<file path="config.mk">
export PLATFORM = sky130hd
export DESIGN_NAME = hashed_timing_wheel
export DESIGN_NICKNAME = d
export VERILOG_FILES = /design/src/htw_pkg.sv /design/src/htw_div.sv /design/src/hashed_timing_wheel.sv
export SDC_FILE = /design/constraint.sdc
export NUM_CORES = 1
export LEC_CHECK = 0
export CAP_MARGIN = 20
export CORE_MARGIN = 4
export CORE_UTILIZATION = 35
export CTS_CLUSTER_SIZE = 14
export DETAILED_ROUTE_END_ITERATION = 10
export DONT_BUFFER_PORTS = 1
export GPL_TIMING_DRIVEN = 1
export SLEW_MARGIN = 15
export SYNTH_ARGS = -nofsm -noshare
export SYNTH_HDL_FRONTEND = slang
export SYNTH_HIERARCHICAL = 1
export SYNTH_SLANG_ARGS = --single-unit
</file>
<file path="constraint.sdc">
create_clock -name clk -period 6.85 [get_ports clk]
set_clock_uncertainty 0.15 [all_clocks]
set_input_delay 0.685 -clock clk [delete_from_list [all_inputs] [get_ports clk]]
set_output_delay 0.685 -clock clk [all_outputs]
set_load 0.02 [all_outputs]
</file>
<file path="src/htw_pkg.sv">
// Shared types and codes for the hashed timing wheel.
`timescale 1ns / 1ps
`default_nettype none
package htw_pkg;

  localparam int ID_W     = 4;
  localparam int ID_SPACE = 16;
  localparam int PERIOD_W = 16;
  localparam int KIND_W   = 3;

  localparam logic [1:0] FN_TICK = 2'd0;
  localparam logic [1:0] FN_ADD  = 2'd1;
  localparam logic [1:0] FN_DEL  = 2'd2;

  localparam logic [KIND_W-1:0] K_EXPIRED   = 3'd0;
  localparam logic [KIND_W-1:0] K_ADDED     = 3'd1;
  localparam logic [KIND_W-1:0] K_ADD_REJ   = 3'd2;
  localparam logic [KIND_W-1:0] K_DELETED   = 3'd3;
  localparam logic [KIND_W-1:0] K_NOT_FOUND = 3'd4;
  localparam logic [KIND_W-1:0] K_NO_EXPIRY = 3'd5;

  typedef struct packed {
    logic [1:0]          func;
    logic [ID_W-1:0]     task_id;
    logic [PERIOD_W-1:0] period;
  } req_t;

  typedef struct packed {
    logic [KIND_W-1:0] kind;
    logic [ID_W-1:0]   task_id_res;
    logic              last;
  } rsp_t;

endpackage
`default_nettype wire

</file>
<file path="src/htw_div.sv">
// Reciprocal-multiply divider by the slot count; product and result are both registered.
`timescale 1ns / 1ps
`default_nettype none
module htw_div #(
  parameter int WHEEL_SLOTS = 10
) (
  input  wire logic                                 clk,
  input  wire logic                                 rst,
  input  wire logic                                 start,
  input  wire logic [htw_pkg::PERIOD_W-1:0]         dividend,
  output logic                                      done,
  output logic [htw_pkg::PERIOD_W-1:0]              quot,
  output logic [$clog2(WHEEL_SLOTS)-1:0]            rem
);
  import htw_pkg::*;

  localparam int SW = $clog2(WHEEL_SLOTS);
  localparam int SH = PERIOD_W + SW;
  localparam int PW = 2 * PERIOD_W + 1;
  // ceil(2^SH / slots): exact quotient for every dividend of PERIOD_W bits
  localparam logic [PERIOD_W:0] RECIP =
    (PERIOD_W+1)'(((1 << SH) + WHEEL_SLOTS - 1) / WHEEL_SLOTS);
  localparam logic [PERIOD_W-1:0] DIVISOR = PERIOD_W'(WHEEL_SLOTS);

  logic                busy;
  logic [PW-1:0]       prod;
  logic [PERIOD_W-1:0] num;
  logic [PERIOD_W-1:0] q_est;
  logic [PERIOD_W-1:0] back;
  logic [PERIOD_W-1:0] diff;

  assign q_est = PERIOD_W'(prod[PW-1:SH]);
  assign back  = q_est * DIVISOR;
  assign diff  = num - back;

  always_ff @(posedge clk) begin
    if (rst) begin
      busy <= 1'b0;
      done <= 1'b0;
    end else begin
      busy <= start;
      done <= busy;
    end
  end

  always_ff @(posedge clk) begin
    if (start) begin
      prod <= PW'(dividend) * PW'(RECIP);
      num  <= dividend;
    end
    if (busy) begin
      quot <= q_est;
      rem  <= diff[SW-1:0];
    end
  end

endmodule
`default_nettype wire

</file>
<file path="src/hashed_timing_wheel.sv">
// Hashed timing wheel of periodic tasks with round counts.
//
// Request channel req (req_valid / req_stall) carries tick, add and delete
// commands; response channel rsp (rsp_valid / rsp_stall) returns results.
// One request is taken at a time; req_stall is high while it is in work.
// Delete and rejected add: the result is loaded into the output register
// from the response state, after which the next request can be taken.
// Add: the reciprocal divider splits period - 1 into rounds and slot
// offset, the entry is written, then the result is loaded.
// Tick: the entry table is walked one entry per cycle while the walk is
// not held (MAX_TASKS capped at 16 entries), then a flush state closes it.
// Expiries leave in ascending id order, the last carrying last = 1; a
// tick with no expiry gives one result of kind "no expiry".
// Results sit in an output register; while rsp_stall is high the walk waits
// only when a further expiry must be queued, so nothing is dropped.
// Reset clears all valid bits and the current slot; entry payloads are not
// cleared and are read only once written.
`timescale 1ns / 1ps
`default_nettype none
module hashed_timing_wheel #(
  parameter int MAX_TASKS   = 16,
  parameter int WHEEL_SLOTS = 10
) (
  input  wire logic          clk,
  input  wire logic          rst,
  input  wire logic          req_valid,
  output logic               req_stall,
  input  wire htw_pkg::req_t req,
  output logic               rsp_valid,
  input  wire logic          rsp_stall,
  output htw_pkg::rsp_t      rsp
);
  import htw_pkg::*;

  localparam int NUM_ENTRIES = (MAX_TASKS < ID_SPACE) ? MAX_TASKS : ID_SPACE;
  localparam int IW = (NUM_ENTRIES > 1) ? $clog2(NUM_ENTRIES) : 1;
  localparam int SW = $clog2(WHEEL_SLOTS);
  localparam int RW = $clog2(((1 << PERIOD_W) - 2) / WHEEL_SLOTS + 1);
  localparam logic [SW:0]   WV       = (SW+1)'(WHEEL_SLOTS);
  localparam logic [SW-1:0] SLOT_TOP = SW'(WHEEL_SLOTS - 1);
  localparam logic [ID_W:0] ID_LIM   = (ID_W+1)'(NUM_ENTRIES);
  localparam logic [IW-1:0] IDX_LAST = IW'(NUM_ENTRIES - 1);

  localparam logic [2:0] S_IDLE  = 3'd0;
  localparam logic [2:0] S_DIV   = 3'd1;
  localparam logic [2:0] S_RESP  = 3'd2;
  localparam logic [2:0] S_WALK  = 3'd3;
  localparam logic [2:0] S_FLUSH = 3'd4;

  logic [2:0]              state;
  logic [SW-1:0]           cur;
  logic [IW-1:0]           widx;
  logic [IW-1:0]           pend;
  logic                    have_pend;
  logic [ID_W-1:0]         op_id;
  logic [KIND_W-1:0]       op_kind;

  logic [NUM_ENTRIES-1:0]  entry_valid;
  logic [SW-1:0]           entry_slot   [NUM_ENTRIES];
  logic [SW-1:0]           entry_rem    [NUM_ENTRIES];
  logic [RW-1:0]           entry_rounds [NUM_ENTRIES];
  logic [RW-1:0]           entry_reload [NUM_ENTRIES];

  logic                    can_load;
  logic                    rsp_load;
  logic                    id_ok;
  logic [IW-1:0]           id_ix;
  logic [IW-1:0]           op_ix;
  logic                    add_rej;
  logic                    div_start;
  logic                    div_done;
  logic [PERIOD_W-1:0]     div_quot;
  logic [SW-1:0]           div_rem;
  logic                    w_hit;
  logic                    w_expire;
  logic                    walk_go;

  function automatic logic [SW-1:0] wrap_slot(input logic [SW-1:0] r, input logic [SW-1:0] c);
    logic [SW:0] s;
    s = {1'b0, r} + {1'b0, c} + (SW+1)'(1);
    if (s >= WV) s = s - WV;
    return s[SW-1:0];
  endfunction

  assign req_stall = state != S_IDLE;
  assign can_load  = !rsp_valid || !rsp_stall;
  assign id_ok     = {1'b0, req.task_id} < ID_LIM;
  assign id_ix     = req.task_id[IW-1:0];
  assign op_ix     = op_id[IW-1:0];
  assign add_rej   = (req.period == '0) || !id_ok || entry_valid[id_ix];
  assign div_start = (state == S_IDLE) && req_valid && (req.func == FN_ADD) && !add_rej;

  assign w_hit    = entry_valid[widx] && (entry_slot[widx] == cur);
  assign w_expire = w_hit && (entry_rounds[widx] == '0);
  assign walk_go  = !(w_expire && have_pend && !can_load);
  assign rsp_load = ((state == S_RESP || state == S_FLUSH) && can_load) ||
                    (state == S_WALK && walk_go && w_expire && have_pend);

  htw_div #(
    .WHEEL_SLOTS(WHEEL_SLOTS)
  ) u_div (
    .clk      (clk),
    .rst      (rst),
    .start    (div_start),
    .dividend (req.period - PERIOD_W'(1)),
    .done     (div_done),
    .quot     (div_quot),
    .rem      (div_rem)
  );

  always_ff @(posedge clk) begin
    if (rst) begin
      state       <= S_IDLE;
      cur         <= '0;
      rsp_valid   <= 1'b0;
      have_pend   <= 1'b0;
      entry_valid <= '0;
    end else begin
      if (rsp_load) rsp_valid <= 1'b1;
      else if (!rsp_stall) rsp_valid <= 1'b0;
      case (state)
        S_IDLE: begin
          if (req_valid) begin
            op_id <= req.task_id;
            case (req.func)
              FN_ADD: begin
                if (add_rej) begin
                  op_kind <= K_ADD_REJ;
                  state   <= S_RESP;
                end else begin
                  state <= S_DIV;
                end
              end
              FN_DEL: begin
                if (id_ok && entry_valid[id_ix]) begin
                  entry_valid[id_ix] <= 1'b0;
                  op_kind            <= K_DELETED;
                end else begin
                  op_kind <= K_NOT_FOUND;
                end
                state <= S_RESP;
              end
              FN_TICK: begin
                cur       <= (cur == SLOT_TOP) ? '0 : cur + SW'(1);
                widx      <= '0;
                have_pend <= 1'b0;
                state     <= S_WALK;
              end
              default: ;
            endcase
          end
        end
        S_DIV: begin
          if (div_done) begin
            entry_valid[op_ix] <= 1'b1;
            op_kind            <= K_ADDED;
            state              <= S_RESP;
          end
        end
        S_RESP: begin
          if (can_load) begin
            rsp   <= '{kind: op_kind, task_id_res: op_id, last: 1'b1};
            state <= S_IDLE;
          end
        end
        S_WALK: begin
          if (walk_go) begin
            if (w_expire) begin
              if (have_pend) begin
                rsp <= '{kind: K_EXPIRED, task_id_res: ID_W'(pend), last: 1'b0};
              end
              pend      <= widx;
              have_pend <= 1'b1;
            end
            if (widx == IDX_LAST) state <= S_FLUSH;
            else widx <= widx + IW'(1);
          end
        end
        S_FLUSH: begin
          if (can_load) begin
            if (have_pend) rsp <= '{kind: K_EXPIRED, task_id_res: ID_W'(pend), last: 1'b1};
            else rsp <= '{kind: K_NO_EXPIRY, task_id_res: '0, last: 1'b1};
            state <= S_IDLE;
          end
        end
        default: state <= S_IDLE;
      endcase
    end
  end

  always_ff @(posedge clk) begin
    if (state == S_DIV && div_done) begin
      entry_rounds[op_ix] <= div_quot[RW-1:0];
      entry_reload[op_ix] <= div_quot[RW-1:0];
      entry_rem[op_ix]    <= div_rem;
      entry_slot[op_ix]   <= wrap_slot(div_rem, cur);
    end else if (state == S_WALK && walk_go) begin
      if (w_expire) begin
        entry_slot[widx]   <= wrap_slot(entry_rem[widx], cur);
        entry_rounds[widx] <= entry_reload[widx];
      end else if (w_hit) begin
        entry_rounds[widx] <= entry_rounds[widx] - RW'(1);
      end
    end
  end

  a_div_in_div: assert property (@(posedge clk) disable iff (rst)
    div_done |-> state == S_DIV)
    else $error("divider finished outside an add");

  a_cur_range: assert property (@(posedge clk) disable iff (rst)
    cur <= SLOT_TOP)
    else $error("current slot out of range");

  a_not_last_expiry: assert property (@(posedge clk) disable iff (rst)
    rsp_valid && !rsp.last |-> rsp.kind == K_EXPIRED)
    else $error("non-final result that is not an expiry");

  a_pend_walk: assert property (@(posedge clk) disable iff (rst)
    state == S_WALK && $past(state) == S_IDLE |-> !have_pend)
    else $error("stale pending expiry at start of tick");

endmodule
`default_nettype wire
</file>
Word level (Yosys, flattened, before mapping)
Memories as Yosys holds them, arrays and structs flattened. A register that Yosys moved wholly into a read port is not among the register bits.
Cells that the tools add are included.
{ "word_totals": {"register_bits": 103, "mem_bits_rw": 544, "in_bits": 26, "output_inout_bits": 10, "word_cells": 192, "memories": 4} }
{ "classes": {"n_addsub": 11, "n_mul": 2, "order_cmp": 7, "n_eq_ne": 26, "n_mux": 75, "n_bitwise": 6, "n_reduce_logical": 43} }
{ "mem_list": {"columns": ["memory", "depth", "width", "read_ports", "rd_ports_with_merged_regs", "wr", "line_no", "source"], "rows": [
  ["entry_reload", 16, 13, 1, 1, 1, "hashed_timing_wheel.sv:62", "logic [RW-1:0] entry_reload [NUM_ENTRIES];"],
  ["entry_rounds", 16, 13, 1, 1, 1, "hashed_timing_wheel.sv:61", "logic [RW-1:0] entry_rounds [NUM_ENTRIES];"],
  ["entry_rem", 16, 4, 1, 1, 1, "hashed_timing_wheel.sv:60", "logic [SW-1:0] entry_rem [NUM_ENTRIES];"],
  ["entry_slot", 16, 4, 1, 1, 1, "hashed_timing_wheel.sv:59", "logic [SW-1:0] entry_slot [NUM_ENTRIES];"]
]} }
{ "ops": {"columns": ["operator", "n"], "rows": [
  ["4-bit 2-to-1 mux", 18],
  ["16-bit 2-to-1 mux", 4],
  ["8-bit 2-to-1 mux", 6],
  ["16-bit by 16-bit multiplier with 32-bit output (second input constant)", 1],
  ["16-bit case mux with 2 select lines", 1],
  ["3-bit 2-to-1 mux", 9],
  ["13-bit 2-to-1 mux", 2],
  ["8-bit case mux with 3 select lines", 1],
  ["1-bit 2-to-1 mux", 23],
  ["6-bit AND reduction", 3],
  ["16-bit bitwise AND", 1],
  ["16-bit logical NOT", 1],
  ["2-bit != test (second input constant)", 8],
  ["16-bit inverter", 1],
  ["16-bit OR", 1],
  ["16-bit by 1-bit subtractor with 16-bit output (second input constant)", 1],
  ["4-bit by 5-bit less-than comparator with 1-bit output (second input constant)", 3],
  ["1-bit logical AND", 14],
  ["13-bit logical NOT", 1],
  ["13-bit by 3-bit multiplier with 3-bit output (second input constant)", 1],
  ["13-bit OR reduction", 1],
  ["13-bit by 1-bit subtractor with 13-bit output (second input constant)", 1],
  ["2-bit by 1-bit != test with 1-bit output (second input constant)", 6],
  ["3-bit case mux with 2 select lines", 2],
  ["other kinds (38)", 60]
]} }

Logic depth before layout (Yosys ltp)
{ "depth": {"ltp_word": 14, "ltp_mapped": 24, "ltp_nobuf": 24} }

Cells and area by module
The synthesis kept the hierarchy.
{ "by_module_without_submodules": {"columns": ["mod", "instances", "cells_per_inst", "area_per_inst_um2", "seq_area_each_um2"], "rows": [
  ["hashed_timing_wheel", 1, 1375, 25017.7, 17606.9],
  ["htw_div", 1, 504, 5611.6, 1061.0]
]} }

Least setup slack after synthesis
No wires, ideal clock.
{ "synth_timing": {"path_kind": "input -> register", "startpoint": "input req[2] in the netlist's numbering", "endpoint": "register u_div.prod[24] (data pin)", "setup_time_ns": 0.258, "arrival_time_ns": 6.550, "t_required_ns": 6.442, "setup_slack_ns": -0.108, "path_stages": 23, "n_path_buf": 0, "path_cell_list": "or4_1 -> nor4_1 -> nand3_1 -> nor2_1 -> nand3b_1 -> xnor2_1 -> ha_1 -> inv_1 -> ha_1 -> fa_1 -> fa_1 -> fa_1 -> inv_1 -> fa_1 -> inv_1 -> ha_1 -> nand4_2 -> nor2_1 -> o2111ai_1 -> o211a_4 -> o21ai_0 -> a21oi_1 -> xnor2_1"} }
{ "synth_via": {"elab_chain_cells": 2} }
{ "synth_rtl": {"columns": ["item", "line_no", "source"], "rows": [
  ["from (decl)", "hashed_timing_wheel.sv:28", "input wire htw_pkg::req_t req,"],
  ["16-bit by 1-bit subtractor with 16-bit output", "hashed_timing_wheel.sv:105", ".dividend (req.period - PERIOD_W'(1)),"],
  ["16-bit by 16-bit multiplier with 32-bit output", "htw_div.sv:48", "prod <= PW'(dividend) * PW'(RECIP);"],
  ["to (signal assigned)", "htw_div.sv:48", null],
  ["to (decl)", "htw_div.sv:26", "logic [PW-1:0] prod;"]
]} }
No other way between the ends.
A chain may end at the register's enable or synchronous reset.

Final worst setup path
{ "layout_timing": {"startpoint": "input req[2] in the netlist's numbering", "endpoint": "register u_div.prod[32] (data pin)"} }
The elaborated chain is that of the path after synthesis.

==> summary by stage <==
Outcome
The run finished with clean final reports.

Synthesis
Counting every instance in the synthesized netlist gives 1875. The count of warnings emitted by yosys is 6. The net count after synthesis is 2129. The mean instance size in the synthesized netlist is 16.32 sq um. The synthesized cell area is 0.03060 sq mm.

Worst setup path
The kind of capture point of the worst setup path is a register. The critical-path maximum fanout is 4. At the worst endpoint, the arrival time is 6.54 ns. The startpoint type of the worst setup path is a primary input. The critical setup path kind is in2reg. For the worst setup path, the data required time is 7.04 ns.

STA
After layout, the minimum clock period comes to 6.352 ns. Across all hold checks on the routed design, the worst slack comes to 0.04247 ns. The number of failing hold endpoints at the final stage came to 0.

The portion of the clock cycle consumed by the worst path in the final layout is 92.73%. The setup TNS is 0 ns. At the pin with the least slew margin, the transition time is 0.9889 ns.

Setup repair after global routing left no endpoint under its margin. Derived from the worst setup path, the maximum achievable clock frequency is 157.4 MHz. The final setup violation count is 0.

The max-slew headroom at the worst pin is 33.46%. The max-slew violation total from the final report is 0.

Clock network
Clock tree synthesis selected as its root buffer the cell sky130_fd_sc_hd__clkbuf_16. The H-tree generated during clock tree synthesis spans 3 levels. The worst-skew pair later-pin latency is 0.60 ns. TritonCTS built the clock tree. For this design, the sink count on the clock tree is 632. The buffer depth of the longest clock path is 3. The number of buffers inserted during clock tree synthesis is 66. The clock slew at the register clock pins of the worst setup and hold paths is 0.06 ns. The post-CTS setup buffer count is 0.

Cells and area
The final cell count without fillers is 3174. The diode insertion count for antenna repair is 0. The utilization after layout is 39.76%. Relative to the synthesized area, the layout overhead comes to 12.72%.

The share of post-route cells with drive strength above 1 is 18.47%. The filler cells instantiated in the layout total 7949. The number of nets in the layout is 2228. The post-route standard cell area excluding fillers is 0.03449 sq mm.

Drt
The first detailed-routing pass ran for 5 iterations. The final layout contains routed wiring with a total length of 74830 um. In the routed design, unresolved DRC markers number 0. In this run the remaining antenna-violating nets after routing total 0. Using the TritonRoute via totals, the vias-per-cell ratio works out to 5.227. Dividing the detail-routed wire length by the instance count gives 23.58 um. The routed via count is 16590. The number of violations reported at the end of detailed-routing iteration 0 is 1448.

Worst hold path
The path class of the lowest-slack min-delay path is in2reg.

GRT
The number of antenna violations at the first check in global routing is 0. The wire length of the first global-routing pass is 112800 um. Across every metal layer, demand over resource in global routing totals 16.10%. The maximum number of pins on one net before global-route repair is 60. The total global routing overflow is 0. The via count of the first global-routing pass came to 17610.

Placed design
The HPWL after detailed placement is 49980 um. The cell count after placement is 3053. Port buffering added 0 buffers. After detailed placement, the total cell area comes to 0.03244 sq mm. The routability congestion estimate from global placement is 0.9156.

Pwr
In this run the power density over the cells is 351.0 mW/mm^2. The worst-case IR drop observed on VDD is 0.3251 mV. In this run the static leakage power is 12.25 nW.

Die
Pin placement for this block handled 36 I/O pins. The floorplan step defined a die boundary enclosing 0.09223 sq mm. Measured along the x axis, the die boundary spans 303.7 um. The starting density of the core is 35.28%. The die span in y is 303.7 um.

The total number of placement rows is 108. The total core area is 0.08675 sq mm.

Run
The number of max-cap violations is 0.
[layout by cell type, fill, tap and decap left out, types with 28 or more instances in the layout]
master	instances
sky130_fd_sc_hd__dfxtp_1	28
sky130_fd_sc_hd__edfxtp_1	601
sky130_fd_sc_hd__mux4_2	155
sky130_fd_sc_hd__nand2_1	74
sky130_fd_sc_hd__a21oi_1	56
sky130_fd_sc_hd__buf_4	88
sky130_fd_sc_hd__fa_1	82
sky130_fd_sc_hd__ha_1	146
sky130_fd_sc_hd__nor2_1	75
sky130_fd_sc_hd__inv_1	174
sky130_fd_sc_hd__xor2_1	32
sky130_fd_sc_hd__mux2i_1	47
sky130_fd_sc_hd__clkbuf_16	66
[per-stage QoR]
step                setup slack, ns  power (mW)
detailed placement          -0.1168       8.848
global placement           -0.01997       8.765
CTS                          0.5120       12.22
finish                       0.4977       12.11
global route                0.09060       12.86
floorplan                  0.009597       7.753
[final timing paths]
| kind | start | to | slack, ns | cells past startpoint |
|---|---|---|---|---|
| worst min register to register | u_div/prod[23] | u_div/quot[3] | 0.27 | 0 |
| worst max-delay path | req[2] | u_div/prod[32] | 0.50 | 24 |
| worst max register to register | register | entry_slot[9][3] | 1.49 | 10 |
| worst min-delay path | rst | entry_valid[13] | 0.04 | 1 |
[repair_timing]
action | in CTS | in global routing
hold endpoints to repair | 1 | 0
hold buffers | 6 | 0
endpoints found under the setup margin | 0 | 0
resized for setup | 0 | 0
[flip-flops by register name, indices dropped and copies added, names as in the netlist, 3 cells and up, named ones only]
signal	flops
u_div/rem	4
entry_reload	208
entry_slot	64
rsp	8
pend	4
u_div/num	4
entry_rem	64
u_div/prod	13
op_id	4
widx	4
entry_valid	16
op_kind	3
u_div/quot	13
state	3
entry_rounds	208
cur	4
[per-layer routing]
metal / GRT usage (%) / wire (um) / up-vias
met2: 27.19 / 36850 / 515
met1: 21.45 / 31720 / 8589
met5: 0 / 0 / -
li1: - / - / 7384
met4: 5.128 / 1928 / 0
met3: 2.500 / 4333 / 103
[report_power, final]
group          internal [mW]  switching [mW]
logic                   1.86            2.27
registers               4.45           0.198
clock network           1.92            1.42
[cell type report]
| cell class | instances | area (sq um) | area share (%) |
|---|---|---|---|
| multi-input combinational | 1001 | 10990 | 31.87 |
| sequential | 632 | 18680 | 54.15 |
| timing repair buffer | 97 | 744.5 | 2.158 |
| inverter | 176 | 660.6 | 1.915 |
| tap | 1155 | 1445 | 4.190 |
| clock inverter | 32 | 265.3 | 0.7690 |
| clock buffer | 81 | 1708 | 4.951 |
[worst max-delay path, stage by stage]
cell	delay [ns]
sky130_fd_sc_hd__or4_1	0.54
sky130_fd_sc_hd__nor4_1	0.27
sky130_fd_sc_hd__nand3_1	0.18
sky130_fd_sc_hd__nor2_1	0.17
sky130_fd_sc_hd__nand2_1	0.08
sky130_fd_sc_hd__xnor2_1	0.37
sky130_fd_sc_hd__ha_1	0.33
sky130_fd_sc_hd__ha_1	0.28
sky130_fd_sc_hd__inv_1	0.05
sky130_fd_sc_hd__fa_1	0.51
sky130_fd_sc_hd__inv_1	0.06
sky130_fd_sc_hd__fa_1	0.49
sky130_fd_sc_hd__fa_1	0.49
sky130_fd_sc_hd__inv_1	0.05
sky130_fd_sc_hd__fa_1	0.47
sky130_fd_sc_hd__inv_1	0.04
sky130_fd_sc_hd__ha_1	0.27
sky130_fd_sc_hd__nand4_2	0.11
sky130_fd_sc_hd__nor2_1	0.12
sky130_fd_sc_hd__o2111ai_1	0.17
sky130_fd_sc_hd__o211ai_1	0.29
sky130_fd_sc_hd__a21oi_1	0.15
sky130_fd_sc_hd__nor4_1	0.28
sky130_fd_sc_hd__nor3b_1	0.08
Power figures use the tool's default switching activity.
